===== config.mk =====
export PLATFORM = sky130hd
export DESIGN_NAME = ddp_lane
export DESIGN_NICKNAME = d
export VERILOG_FILES = /design/src/hdl/ddp_pkg.sv /design/src/hdl/ddp_lane.sv
export SDC_FILE = /design/constraint.sdc
export NUM_CORES = 2
export LEC_CHECK = 0
export BUFFER_PORTS_ARGS = -buffer_cell sky130_fd_sc_hd__buf_2
export CAP_MARGIN = 15
export CORE_MARGIN = 2
export CORE_UTILIZATION = 25
export DETAILED_ROUTE_END_ITERATION = 10
export GPL_ROUTABILITY_DRIVEN = 0
export PLACE_DENSITY = 0.48
export SYNTH_ARGS = -nofsm -noshare
export SYNTH_HDL_FRONTEND = slang
export SYNTH_SLANG_ARGS = --single-unit

===== constraint.sdc =====
create_clock -name clk_i -period 13.1 [get_ports clk_i]
set_input_delay 0.655 -clock clk_i [delete_from_list [all_inputs] [get_ports clk_i]]
set_output_delay 0.655 -clock clk_i [all_outputs]
set_load 0.05 [all_outputs]

===== src/hdl/ddp_pkg.sv =====
// Shared types, constants and saturation helpers for the differential-drive
// wheel speed controller. No dependencies; every file but the checker imports this.

package ddp_pkg;

  // Setpoint limits and thresholds, Q.12
  localparam logic signed [15:0] LIN_LIMIT  = 16'sd4096;
  localparam logic signed [15:0] ANG_LIMIT  = 16'sd20480;
  localparam logic signed [23:0] SP_THRESH  = 24'sd41;

  // Drive offsets per wheel, whole drive units
  localparam logic [4:0] OFFSET_LEFT  = 5'd31;
  localparam logic [4:0] OFFSET_RIGHT = 5'd30;

  // Register reset values
  localparam logic [63:0] GAINS_RST      = 64'd0;
  localparam logic [15:0] TICK_SCALE_RST = 16'd0;
  localparam logic [15:0] INV_RADIUS_RST = 16'd5120;
  localparam logic [15:0] HALF_BASE_RST  = 16'd512;
  localparam logic [7:0]  MIN_DRIVE_RST  = 8'd0;
  localparam logic [7:0]  MAX_DRIVE_RST  = 8'd255;

  // Configuration register indexes
  typedef enum logic [2:0] {
    CFG_GAINS_LEFT  = 3'd0,
    CFG_GAINS_RIGHT = 3'd1,
    CFG_TICK_SCALE  = 3'd2,
    CFG_INV_RADIUS  = 3'd3,
    CFG_HALF_BASE   = 3'd4,
    CFG_MIN_DRIVE   = 3'd5,
    CFG_MAX_DRIVE   = 3'd6
  } cfg_index_e;

  // Top-level sequencing
  typedef enum logic [1:0] {
    ST_IDLE,
    ST_RUN,
    ST_HOLD
  } top_state_e;

  // Per-wheel PID sequencer steps
  typedef enum logic [3:0] {
    LS_IDLE,
    LS_MUL_P,
    LS_MUL_I,
    LS_MUL_A,
    LS_MUL_D,
    LS_ADD_D,
    LS_SUM,
    LS_PRE,
    LS_DRIVE
  } lane_step_e;

  // Front end to wheel lane: error and setpoint of one tick
  typedef struct packed {
    logic               valid;
    logic signed [23:0] err;
    logic signed [23:0] sp;
  } ddp_req_t;

  // Wheel lane to merge stage
  typedef struct packed {
    logic              done;
    logic signed [8:0] drive;
  } ddp_rsp_t;

  // Saturate to 24-bit signed
  function automatic logic signed [23:0] sat24(input logic signed [63:0] x);
    logic signed [23:0] r;
    if (x > 64'sd8388607) begin
      r = 24'sh7FFFFF;
    end else if (x < -64'sd8388608) begin
      r = 24'sh800000;
    end else begin
      r = x[23:0];
    end
    return r;
  endfunction

  // Saturate to 32-bit signed
  function automatic logic signed [31:0] sat32(input logic signed [63:0] x);
    logic signed [31:0] r;
    if (x > 64'sd2147483647) begin
      r = 32'sh7FFFFFFF;
    end else if (x < -64'sd2147483648) begin
      r = 32'sh80000000;
    end else begin
      r = x[31:0];
    end
    return r;
  endfunction

endpackage


===== src/hdl/ddp_lane.sv =====
// One wheel lane: PID with back-calculation anti-windup on a single shared
// multiplier, then offset, drive clamp and dead band. Depends on ddp_pkg.

module ddp_lane (
  input  logic              clk_i,
  input  logic              rst_ni,
  input  ddp_pkg::ddp_req_t req_i,
  input  logic [63:0]       gains_i,
  input  logic [7:0]        min_drive_i,
  input  logic [7:0]        max_drive_i,
  input  logic [4:0]        offset_i,
  output ddp_pkg::ddp_rsp_t rsp_o
);
  import ddp_pkg::*;

  lane_step_e step_q, step_d;

  logic signed [23:0] err_q, sp_q, prev_error_q;
  logic signed [31:0] integral_q, prev_presum_q;
  logic signed [8:0]  prev_drive_q;
  logic               done_q;

  logic signed [31:0] p_q, i_q, d_q, sum_q, pre_q;
  logic signed [43:0] acc_q;
  logic signed [50:0] prod_q, prod_d;

  logic signed [16:0] mul_a;
  logic signed [33:0] mul_b, back;
  logic signed [42:0] term;
  logic signed [17:0] offs;

  logic signed [32:0] pre_x, mn_x, mx_x, pre_rnd;
  logic signed [20:0] mn_r, mx_r, raw;
  logic signed [8:0]  drive_d;

  assign back = 34'($signed({prev_drive_q, 12'b0})) - 34'(prev_presum_q);
  assign term = $signed(prod_q[50:8]);
  assign offs = (sp_q < SP_THRESH) ? -$signed({1'b0, offset_i, 12'b0})
                                   : $signed({1'b0, offset_i, 12'b0});

  // Step sequence and multiplier operand selection
  always_comb begin
    step_d = step_q;
    mul_a  = '0;
    mul_b  = '0;
    case (step_q)
      LS_IDLE: begin
        if (req_i.valid) step_d = LS_MUL_P;
      end
      LS_MUL_P: begin
        mul_a  = $signed({1'b0, gains_i[15:0]});
        mul_b  = 34'(err_q);
        step_d = LS_MUL_I;
      end
      LS_MUL_I: begin
        mul_a  = $signed({1'b0, gains_i[31:16]});
        mul_b  = 34'(err_q);
        step_d = LS_MUL_A;
      end
      LS_MUL_A: begin
        mul_a  = $signed({1'b0, gains_i[63:48]});
        mul_b  = back;
        step_d = LS_MUL_D;
      end
      LS_MUL_D: begin
        mul_a  = $signed({1'b0, gains_i[47:32]});
        mul_b  = 34'(err_q) - 34'(prev_error_q);
        step_d = LS_ADD_D;
      end
      LS_ADD_D: step_d = LS_SUM;
      LS_SUM:   step_d = LS_PRE;
      LS_PRE:   step_d = LS_DRIVE;
      LS_DRIVE: step_d = LS_IDLE;
      default:  step_d = LS_IDLE;
    endcase
    prod_d = 51'(mul_a) * 51'(mul_b);
  end

  // Clamp by setpoint sign, truncate toward zero, apply dead band
  always_comb begin
    pre_x   = 33'(pre_q);
    mn_x    = $signed({13'b0, min_drive_i, 12'b0});
    mx_x    = $signed({13'b0, max_drive_i, 12'b0});
    mn_r    = $signed({13'b0, min_drive_i});
    mx_r    = $signed({13'b0, max_drive_i});
    pre_rnd = pre_x + 33'sd4095;
    if (sp_q > 24'sd0 && pre_x < mn_x) begin
      raw = mn_r;
    end else if (sp_q > 24'sd0 && pre_x > mx_x) begin
      raw = mx_r;
    end else if (sp_q < 24'sd0 && pre_x > -mn_x) begin
      raw = -mn_r;
    end else if (sp_q < 24'sd0 && pre_x < -mx_x) begin
      raw = -mx_r;
    end else if (!pre_q[31]) begin
      raw = pre_x[32:12];
    end else begin
      raw = pre_rnd[32:12];
    end
    if (sp_q > -SP_THRESH && sp_q < SP_THRESH) raw = '0;
    if (raw > 21'sd255) begin
      drive_d = 9'sd255;
    end else if (raw < -21'sd256) begin
      drive_d = -9'sd256;
    end else begin
      drive_d = raw[8:0];
    end
  end

  // Sequencer and wheel state
  always_ff @(posedge clk_i or negedge rst_ni) begin
    if (!rst_ni) begin
      step_q        <= LS_IDLE;
      done_q        <= 1'b0;
      prev_error_q  <= '0;
      integral_q    <= '0;
      prev_presum_q <= '0;
      prev_drive_q  <= '0;
    end else begin
      step_q <= step_d;
      done_q <= (step_q == LS_DRIVE);
      if (step_q == LS_DRIVE) begin
        prev_error_q  <= err_q;
        integral_q    <= i_q;
        prev_presum_q <= sum_q;
        prev_drive_q  <= drive_d;
      end
    end
  end

  // Datapath: register each product, then fold the registered product in
  always_ff @(posedge clk_i) begin
    prod_q <= prod_d;
    case (step_q)
      LS_IDLE: begin
        if (req_i.valid) begin
          err_q <= req_i.err;
          sp_q  <= req_i.sp;
        end
      end
      LS_MUL_I: p_q   <= sat32(64'(term));
      LS_MUL_A: acc_q <= 44'(integral_q) + 44'(term);
      LS_MUL_D: i_q   <= sat32(64'(acc_q) + 64'(term));
      LS_ADD_D: d_q   <= sat32(64'(term));
      LS_SUM:   sum_q <= sat32(64'(p_q) + 64'(i_q) + 64'(d_q));
      LS_PRE:   pre_q <= sat32(64'(sum_q) + 64'(offs));
      default: ;
    endcase
  end

  assign rsp_o.done  = done_q;
  assign rsp_o.drive = prev_drive_q;

endmodule


==> qor.txt <==
Post-DRT Antenna Nets = 0
area grow syn2layout = 11.6%
FF-to-FF Start = prev_drive_q[0]
YS warnings = 0
post-synth top area share = 24.5%
period utilization = 83.9%
Mean Syn Cell Area = 9.49 um2
Final Hold Fails = 0
maximum capacitance violations = 0
Avg WL per Cell = 18.9 um
cells on worst reg2reg path = 32
worst-path fanout max = 11
Required @ worst endpoint = 13.63 ns
clk_skew = 0.0449 ns
CTS buffer count = 46
total number of vias = 33304
status = finished, final reports clean
f_max = 91.0 MHz
First-pass DRT Iterations = 5
initial antenna violation count = 3
max incr delay on CP = 1.14 ns
reg2reg end = prod_q[46]
Synth Cell Area = 44200 um2
Root Driver = clkbuf_16
die width = 424 um
Initial Util = 25.1%
flops & latches, synth = 397
count leader, synth = inv_1
Max-slew headroom = 7.14%
most frequent CP cell = fa_1
clock transition at the registers of the reported paths = 0.06 ns
I/O pins = 146
H-Tree Depth = 2
Crit path arrival time = 11.52 ns
DP Wirelength = 108000 um
crit path time final = 10.98 ns
Critical Path Sink Type = flop
Clock Tree Buf Depth = 3
DRC Markers = 0
die area = 180000 um2
cell accounting for the most synthesized area = fa_1
postcts setup bufs = 0
critical path type = reg2reg
CP max stage cell = a221oi_1
asr flop ratio synth = 25.7%
Die H = 424 um
overall routed net length = 135000 um
ys flop type = edfxtp_1
number of flops mapped to enable cells by yosys = 252
sequential area share after synthesis = 24.8%
RSZ-0062 raised after global routing = no
CTS tree = yes
vias in the first global route = 34337
initial DRC count = 2026
worst slew pin tran = 1.39 ns
startpoint types = flop
Synth Net Count = 5700
Buffers on Ports = 145
post-cts resize count = 0
synth top area cells = fa_1 25%, edfxtp_1 17%, ha_1 10%
drt via density = 4.67
first-pass GRT wire length = 208000 um
largest net degree at the start of global routing = 65
CTS sink cnt = 397
Net count, final = 5794
Core Rows = 154
Gate Count Post-Synth = 4657
hold_buf cts = 0
Total GRT Usage = 14.9%
reg-to-reg setup timing slack = 2.12 ns
Synth top cells by count = 725 x inv_1, 542 x fa_1, 517 x nand2_1, 365 x ha_1, 359 x nor2_1
gr ovfl total = 0
synth unique cells = 95
post-layout util = 28.0%
core area = 176000 um2
layout cells sized above 1 = 8.39%
final setup TNS = 0 ns
final setup vio count = 0
worst min-delay path class = in2async
Skew-Pair Late Insertion Delay = 0.65 ns
Pins Over Slew Limit = 0
how the worst max path moves through the flow:
stage	slack, ns	end	startpoint
after floorplan	3.49	prod_q[46]	step_q[3]
after global placement	2.58	prod_q[46]	prev_drive_q[0]
after detailed placement	2.42	prod_q[46]	prev_drive_q[0]
after CTS	2.37	prod_q[46]	prev_drive_q[0]
after global routing	1.48	prod_q[46]	prev_drive_q[0]
final	2.12	prod_q[46]	prev_drive_q[0]
placed cells by master, fill, tap and decap left out, types with 9 or more instances in the layout:
cell type,n
inv_1,724
fa_1,542
nand2_1,512
ha_1,365
nor2_1,356
edfxtp_1,252
a21oi_1,247
a21o_1,183
xnor2_1,144
buf_2,144
o21ai_0,140
dfrtp_1,102
o21a_1,81
xor2_1,67
and2_1,60
buf_4,57
nand3_1,55
nor3_1,51
mux2_2,49
clkbuf_16,46
nand4_1,43
dfxtp_1,43
a22oi_1,40
a211oi_1,33
nand2b_1,31
nor2b_1,28
and3_1,27
nor4_1,23
o21bai_1,18
or2_2,17
o21ai_1,17
o22ai_1,14
o31ai_1,14
o211ai_1,13
a211o_1,11
mux2i_1,11
or3_1,10
clkinv_2,9
state kept, by name, summed over array words and instances (netlist names), 24 cells and up:
register / flops
acc_q: 44
prod_q: 43
sp_q: 24
d_q: 32
sum_q: 32
pre_q: 32
p_q: 32
prev_error_q: 24
err_q: 24
prev_presum_q: 32
i_q: 32
integral_q: 32
per-stage QoR:
stage	setup slack (ns)	area (um2)	cells	hold slack, ns
floorplan	3.49	44200	4657	0.359
global placement	2.58	47700	7041	0.497
detailed placement	2.42	47700	7041	0.505
CTS	2.37	49300	7127	0.0387
global route	1.48	49300	7129	0.0795
finish	2.12	49300	7130	0.0598
layer usage:
layer	GRT usage, %	wire length [um]
met4	3.65	3520
met5	0	0
met1	20.4	60600
met2	24.7	63500
met3	2.27	7110
worst max-delay path, delay by kind of cell, from the launching register on:
kind                     cells  cell delay, ns
buffers and inverters        3            0.14
AO/OA/AOI/OAI               14            4.24
XOR/XNOR                     1            0.13
adder cells (fa/ha/maj)      8            3.64
flip-flops                   1            0.40
AND/OR/NAND/NOR              6            2.31
layout make-up:
cell class                      instances  area (um2)
Fill cell                           18717      127000
Multi-Input combinational cell       3379       30000
Sequential cell                       397       11000
Tap cell                             2340        2930
Inverter                              726        2730
Clock buffer                           57        1240
Timing Repair Buffer                  201        1150
Clock inverter                         29         320
Antenna cell                            1        2.50
logic make-up after synthesis:
family / count (synthesis) / synth area share [%]
flip-flops: 397 / 24.8
XOR/XNOR: 211 / 4.18
multiplexers: 60 / 1.50
AO/OA/AOI/OAI: 932 / 14.1
buffers and inverters: 881 / 7.64
adder cells (fa/ha/maj): 909 / 34.9
AND/OR/NAND/NOR: 1267 / 12.9
Power is not shown: default switching activity piles up to over one toggle a cycle in this logic, so the estimate is an artifact.
