**src/hdl/ddp_pkg.sv**
```systemverilog
// Shared types, constants and saturation helpers for the differential-drive
// wheel speed controller. No dependencies; every file but the checker imports this.

package ddp_pkg;

  // Setpoint limits and thresholds, Q.12
  localparam logic signed [15:0] LIN_LIMIT  = 16'sd4096;
  localparam logic signed [15:0] ANG_LIMIT  = 16'sd20480;
  localparam logic signed [23:0] SP_THRESH  = 24'sd41;

  // Drive offsets per wheel, whole drive units
  localparam logic [4:0] OFFSET_LEFT  = 5'd31;
  localparam logic [4:0] OFFSET_RIGHT = 5'd30;

  // Register reset values
  localparam logic [63:0] GAINS_RST      = 64'd0;
  localparam logic [15:0] TICK_SCALE_RST = 16'd0;
  localparam logic [15:0] INV_RADIUS_RST = 16'd5120;
  localparam logic [15:0] HALF_BASE_RST  = 16'd512;
  localparam logic [7:0]  MIN_DRIVE_RST  = 8'd0;
  localparam logic [7:0]  MAX_DRIVE_RST  = 8'd255;

  // Configuration register indexes
  typedef enum logic [2:0] {
    CFG_GAINS_LEFT  = 3'd0,
    CFG_GAINS_RIGHT = 3'd1,
    CFG_TICK_SCALE  = 3'd2,
    CFG_INV_RADIUS  = 3'd3,
    CFG_HALF_BASE   = 3'd4,
    CFG_MIN_DRIVE   = 3'd5,
    CFG_MAX_DRIVE   = 3'd6
  } cfg_index_e;

  // Top-level sequencing
  typedef enum logic [1:0] {
    ST_IDLE,
    ST_RUN,
    ST_HOLD
  } top_state_e;

  // Per-wheel PID sequencer steps
  typedef enum logic [3:0] {
    LS_IDLE,
    LS_MUL_P,
    LS_MUL_I,
    LS_MUL_A,
    LS_MUL_D,
    LS_ADD_D,
    LS_SUM,
    LS_PRE,
    LS_DRIVE
  } lane_step_e;

  // Front end to wheel lane: error and setpoint of one tick
  typedef struct packed {
    logic               valid;
    logic signed [23:0] err;
    logic signed [23:0] sp;
  } ddp_req_t;

  // Wheel lane to merge stage
  typedef struct packed {
    logic              done;
    logic signed [8:0] drive;
  } ddp_rsp_t;

  // Saturate to 24-bit signed
  function automatic logic signed [23:0] sat24(input logic signed [63:0] x);
    logic signed [23:0] r;
    if (x > 64'sd8388607) begin
      r = 24'sh7FFFFF;
    end else if (x < -64'sd8388608) begin
      r = 24'sh800000;
    end else begin
      r = x[23:0];
    end
    return r;
  endfunction

  // Saturate to 32-bit signed
  function automatic logic signed [31:0] sat32(input logic signed [63:0] x);
    logic signed [31:0] r;
    if (x > 64'sd2147483647) begin
      r = 32'sh7FFFFFFF;
    end else if (x < -64'sd2147483648) begin
      r = 32'sh80000000;
    end else begin
      r = x[31:0];
    end
    return r;
  endfunction

endpackage

```
**src/hdl/ddp_front.sv**
```systemverilog
// Front end: wheel speed setpoints, measured wheel speeds and errors for
// both wheels in a four-stage pipeline. Depends on ddp_pkg.

module ddp_front (
  input  logic               clk_i,
  input  logic               rst_ni,
  input  logic               start_i,
  input  logic signed [15:0] lin_vel_i,
  input  logic signed [15:0] ang_vel_i,
  input  logic signed [15:0] enc_left_i,
  input  logic signed [15:0] enc_right_i,
  input  logic [15:0]        tick_scale_i,
  input  logic [15:0]        inv_radius_i,
  input  logic [15:0]        half_base_i,
  output ddp_pkg::ddp_req_t  req_left_o,
  output ddp_pkg::ddp_req_t  req_right_o
);
  import ddp_pkg::*;

  logic [3:0] vld_q;

  logic signed [15:0] lin_q, ang_q, enc_l_q, enc_r_q;
  logic signed [32:0] lin_prod_q, turn_prod_q;
  logic signed [33:0] meas_l_q, meas_r_q;
  logic signed [23:0] sp_l_q, sp_r_q, ml_q, mr_q;
  logic signed [23:0] sp_l2_q, sp_r2_q, err_l_q, err_r_q;

  logic signed [16:0] inv_s, half_s, ts_s, neg_l, neg_r;
  logic signed [33:0] diff_l, diff_r;

  assign inv_s  = $signed({1'b0, inv_radius_i});
  assign half_s = $signed({1'b0, half_base_i});
  assign ts_s   = $signed({1'b0, tick_scale_i});
  assign neg_l  = -17'(enc_l_q);
  assign neg_r  = -17'(enc_r_q);
  assign diff_l = 34'(lin_prod_q) - 34'(turn_prod_q);
  assign diff_r = 34'(lin_prod_q) + 34'(turn_prod_q);

  // Advance stage valids
  always_ff @(posedge clk_i or negedge rst_ni) begin
    if (!rst_ni) begin
      vld_q <= '0;
    end else begin
      vld_q <= {vld_q[2:0], start_i};
    end
  end

  // Capture the beat, dropping over-range positive setpoints
  always_ff @(posedge clk_i) begin
    if (start_i) begin
      lin_q   <= (lin_vel_i > LIN_LIMIT) ? '0 : lin_vel_i;
      ang_q   <= (ang_vel_i > ANG_LIMIT) ? '0 : ang_vel_i;
      enc_l_q <= enc_left_i;
      enc_r_q <= enc_right_i;
    end
  end

  // Products of velocities and encoder deltas with their factors
  always_ff @(posedge clk_i) begin
    if (vld_q[0]) begin
      lin_prod_q  <= 33'(lin_q) * 33'(inv_s);
      turn_prod_q <= 33'(ang_q) * 33'(half_s);
      meas_l_q    <= 34'(neg_l) * 34'(ts_s);
      meas_r_q    <= 34'(neg_r) * 34'(ts_s);
    end
  end

  // Scale and saturate setpoints and measured speeds
  always_ff @(posedge clk_i) begin
    if (vld_q[1]) begin
      sp_l_q <= sat24(64'(diff_l >>> 8));
      sp_r_q <= sat24(64'(diff_r >>> 8));
      ml_q   <= sat24(64'(meas_l_q));
      mr_q   <= sat24(64'(meas_r_q));
    end
  end

  // Speed errors
  always_ff @(posedge clk_i) begin
    if (vld_q[2]) begin
      err_l_q <= sat24(64'(sp_l_q) - 64'(ml_q));
      err_r_q <= sat24(64'(sp_r_q) - 64'(mr_q));
      sp_l2_q <= sp_l_q;
      sp_r2_q <= sp_r_q;
    end
  end

  assign req_left_o.valid  = vld_q[3];
  assign req_left_o.err    = err_l_q;
  assign req_left_o.sp     = sp_l2_q;
  assign req_right_o.valid = vld_q[3];
  assign req_right_o.err   = err_r_q;
  assign req_right_o.sp    = sp_r2_q;

endmodule

```
**config.mk**
```make
export PLATFORM = sky130hd
export DESIGN_NAME = ddp_front
export DESIGN_NICKNAME = d
export VERILOG_FILES = /design/src/hdl/ddp_pkg.sv /design/src/hdl/ddp_front.sv
export SDC_FILE = /design/constraint.sdc
export NUM_CORES = 2
export LEC_CHECK = 0
export BUFFER_PORTS_ARGS = -buffer_cell sky130_fd_sc_hd__buf_4
export CAP_MARGIN = 20
export CORE_AREA = 3 3 333 303
export CTS_CLUSTER_SIZE = 20
export DETAILED_ROUTE_END_ITERATION = 8
export DIE_AREA = 0 0 336 306
export GPL_ROUTABILITY_DRIVEN = 0
export GPL_TIMING_DRIVEN = 0
export PLACE_DENSITY = 0.79
export SETUP_SLACK_MARGIN = 0.4
export SYNTH_ARGS = -nofsm -noshare
export SYNTH_HDL_FRONTEND = slang
export SYNTH_SLANG_ARGS = --single-unit
```
**constraint.sdc**
```tcl
create_clock -name clk_i -period 7.2 [get_ports clk_i]
set_clock_uncertainty 0.2 [all_clocks]
set_input_delay 1.44 -clock clk_i [delete_from_list [all_inputs] [get_ports clk_i]]
set_output_delay 1.44 -clock clk_i [all_outputs]
set_load 0.01 [all_outputs]
```
==> flow_summary_export.csv <==
group,metric,value,unit
cells_and_area,drive_above_1_share,15.71,%
worst_setup_path,r2r_start,"enc_r_q[3]$_DFFE_PP_",
global_route,gr-usage-all-layers,31.12,%
synthesis,synth_top_family_by_area,"adder cells",
synthesis,synth_edf_count,390,
synthesis,yosys.area.top_type,"fa_1",
clock_network,clockBufferDepth,3,
placement,placed_area,0.06191,mm^2
worst_setup_path,crit_slowest_cell,"or4_4",
synthesis,ys.flop_type,"edfxtp_1",
worst_setup_path,startpoint_type,"register",
synthesis,synth.area.top_cells,"fa_1, edfxtp_1, ha_1",
worst_setup_path,worstPathMaxFanout,7,
sta,fin_ws,-1123,ps
detailed_routing,drcViolationCount,0,
worst_setup_path,critPathRequiredTime,7350,ps
worst_setup_path,crit_top_cell,"fa_1",
clock_network,htreeDepth,2,
sta,maxSlewViolCount,0,
synthesis,ys_warn_count,0,
sta,hold_viol_final,0,
global_route,antenna_found_initial,10,
synthesis,synth-seq-area-share,20.55,%
worst_setup_path,reg2regPathDepth,29,
synthesis,synth_top_cells_by_count,"inv_1, fa_1, nand2_1",
cells_and_area,fin_area,0.06735,mm^2
global_route,grt_max_degree,69,
cells_and_area,area_growth,17.21,%
floorplanning,die_y,306,um
clock_network,clock-sinks,394,
sta,period_share,115.6,%
status,failed_checks,"setup timing",
worst_setup_path,slowest_delay,590,ps
clock_network,clk_latency,640,ps
floorplanning,io_pins,213,
detailed_routing,via_per_inst,5.746,
worst_setup_path,worstSetupEndpointType,"register",
sta,max_freq,120.1,MHz
detailed_routing,postRouteAntennaNets,0,
placement,hpwl,123900,um
placement,io_buffers,210,
sta,slew_headroom,26.20,%
synthesis,synth_xor_area_share,3.549,%
synthesis,synthDistinctLibCells,82,
clock_network,cts_tree,"yes",
synthesis,syn_avg_cell_area,9.732,um^2
detailed_routing,wl_per_cell,20.99,um
synthesis,ys_ff_latch,394,
worst_setup_path,rr_endpoint,"meas_r_q[32]$_DFFE_PP_",
synthesis,synthAdderAreaFrac,44.75,%
global_route,grt_overflow,0,
floorplanning,dieArea,0.1028,mm^2
hold_path,min_path_type,"reg2reg",
detailed_routing,dr.first_iter.drc_count,4152,
synthesis,synthCells,5905,
synthesis,async_reset_ff_share,1.015,%
detailed_routing,wirelength,161300,um
cells_and_area,nNetsFinal,7965,
hold_path,whs_path_depth,0,
worst_setup_path,worstPathArrival,8470,ps
floorplanning,coreArea,0.09765,mm^2
global_route,grt_first_pass_wirelength,249400,um
synthesis,yosysMostFrequentCell,"inv_1",
global_route,grt_pass1_vias,46220,
synthesis,synth-simple-area-share,13.34,%
sta,rsz0062_at_grt,"yes",
clock_network,cts_root_buf,"clkbuf_16",
floorplanning,start_util,58.85,%
synthesis,netlist_area,0.05747,mm^2
floorplanning,dieWidth,336,um
hold_path,min-delay-start,"sp_l_q[0]$_SDFFCE_PN1P_",
worst_setup_path,r2r_setup_slack,-1120,ps
worst_setup_path,crit_type,"reg2reg",
sta,final.min_clock_period,8323,ps
hold_path,whs_endpoint,"sp_l2_q[0]$_DFFE_PP_",
clock_network,path_clk_slew,70,ps
detailed_routing,num_vias,44150,
clock_network,cts_hold_buf,0,
synthesis,synth_compound_gate_area_share,7.618,%
sta,worst_pin_slew,1107,ps
synthesis,synthDominantCellAreaShare,33.03,%
sta,finalSetupViolations,35,
status,status,"complete, but fails checks",
flow_run,maxCapViolCount,0,
synthesis,synthesis.nets,7500,
floorplanning,fp-row-count,109,
synthesis,synth_mux_area_share,0.03484,%
detailed_routing,dr.pass1.iters,6,
clock_network,cts_inserted_buffers,43,
## critical path: cells and delay by family, from the launching register on
kind | cells | cell delay, ps
xor gates and xnor gates | 2 | 320
buffers and inverters | 7 | 770
AOI/OAI and AO/OA | 7 | 1280
adders and majority gates | 7 | 3240
and+or+nand+nor | 6 | 1820
DFF | 1 | 430
## routing by layer
| metal | track usage, % | vias up | share of wire [%] |
|---|---|---|---|
| met2 | 49.26 | 2508 | 45 |
| met3 | 7.559 | 655 | 11 |
| met1 | 40.83 | 21720 | 38 |
| met5 | 0 | - | 0.029 |
| met4 | 14.31 | 8 | 5.7 |
| li1 | - | 19250 | - |
## cells by family (layout without fill, tap and decap cells)
logic type / count (synthesis) / after routing
flops: 394 / 394
mux: 2 / 2
simple gates: 1563 / 1563
other cells: 0 / 2
compound gates: 683 / 683
fa+ha+maj: 1488 / 1488
buf+inv: 1543 / 2043
xor+xnor: 232 / 232
## state kept, by name, indices dropped and copies added, names as in the netlist, 24 cells and up
| register | count |
|---|---|
| sp_r_q | 24 |
| err_l_q | 24 |
| lin_prod_q | 33 |
| sp_r2_q | 24 |
| meas_r_q | 34 |
| sp_l2_q | 24 |
| mr_q | 24 |
| err_r_q | 24 |
| sp_l_q | 24 |
| turn_prod_q | 33 |
| ml_q | 24 |
| meas_l_q | 34 |
## cell type report
cell class	instances	area, um^2
clock buffer	45	1084
timing repair buffer	420	3551
buffer	205	1573
sequential	394	11820
antenna	2	5.005
inverter	1338	5026
tap	1276	1597
clock inverter	35	470.5
fill	6953	30300
multi-input combinational	3968	42230
## cell usage in the layout, fill, tap and decap left out, types with 37 or more instances in the layout
| cell type | instances |
|---|---|
| xor2_1 | 52 |
| nor2b_1 | 37 |
| edfxtp_1 | 390 |
| nand2_1 | 642 |
| nand2b_1 | 54 |
| a21oi_2 | 38 |
| buf_6 | 42 |
| and2_1 | 442 |
| nor2_1 | 135 |
| inv_1 | 1289 |
| fa_1 | 915 |
| clkbuf_16 | 60 |
| ha_1 | 480 |
| clkbuf_1 | 98 |
| inv_2 | 47 |
| a21o_1 | 106 |
| ha_4 | 40 |
| xnor2_1 | 138 |
| a21oi_1 | 164 |
| buf_4 | 368 |
| o21ai_0 | 116 |
## repair_timing
action,in CTS,in global routing
pin swaps,156,191
buffers inserted,137,68
setup endpoints to repair,67,69
resized for setup,290,241
## how the worst max path moves through the flow
| stage | start | to |
|---|---|---|
| 2_1_floorplan | enc_r_q[5]$_DFFE_PP_ | meas_r_q[33]$_DFFE_PP_ |
| 3_3_place_gp | enc_r_q[0]$_DFFE_PP_ | meas_r_q[33]$_DFFE_PP_ |
| 3_5_place_dp | enc_r_q[0]$_DFFE_PP_ | meas_r_q[32]$_DFFE_PP_ |
| 4_1_cts | enc_r_q[5]$_DFFE_PP_ | meas_r_q[33]$_DFFE_PP_ |
| 5_1_grt | enc_r_q[3]$_DFFE_PP_ | meas_r_q[32]$_DFFE_PP_ |
| 6_report | enc_r_q[3]$_DFFE_PP_ | meas_r_q[32]$_DFFE_PP_ |
## per-stage QoR
step | hold slack (ps) | std cells | TNS (ps) | util, % | setup slack (ps)
6_report | 274.4 | 7683 | -23430 | 68.98 | -1123
5_1_grt | 282.8 | 7681 | -27610 | 68.97 | -1246
4_1_cts | 274.9 | 7613 | -11330 | 67.51 | -729.8
3_5_place_dp | 256.4 | 7396 | -53520 | 63.40 | -2013
3_3_place_gp | 253.7 | 7391 | -48640 | 63.27 | -1936
2_1_floorplan | 226.4 | 5905 | -1591 | - | -307.1
Power is left out: the tool's default activity adds up to more than one toggle a clock period on the data nets, which glitch-free logic cannot reach.
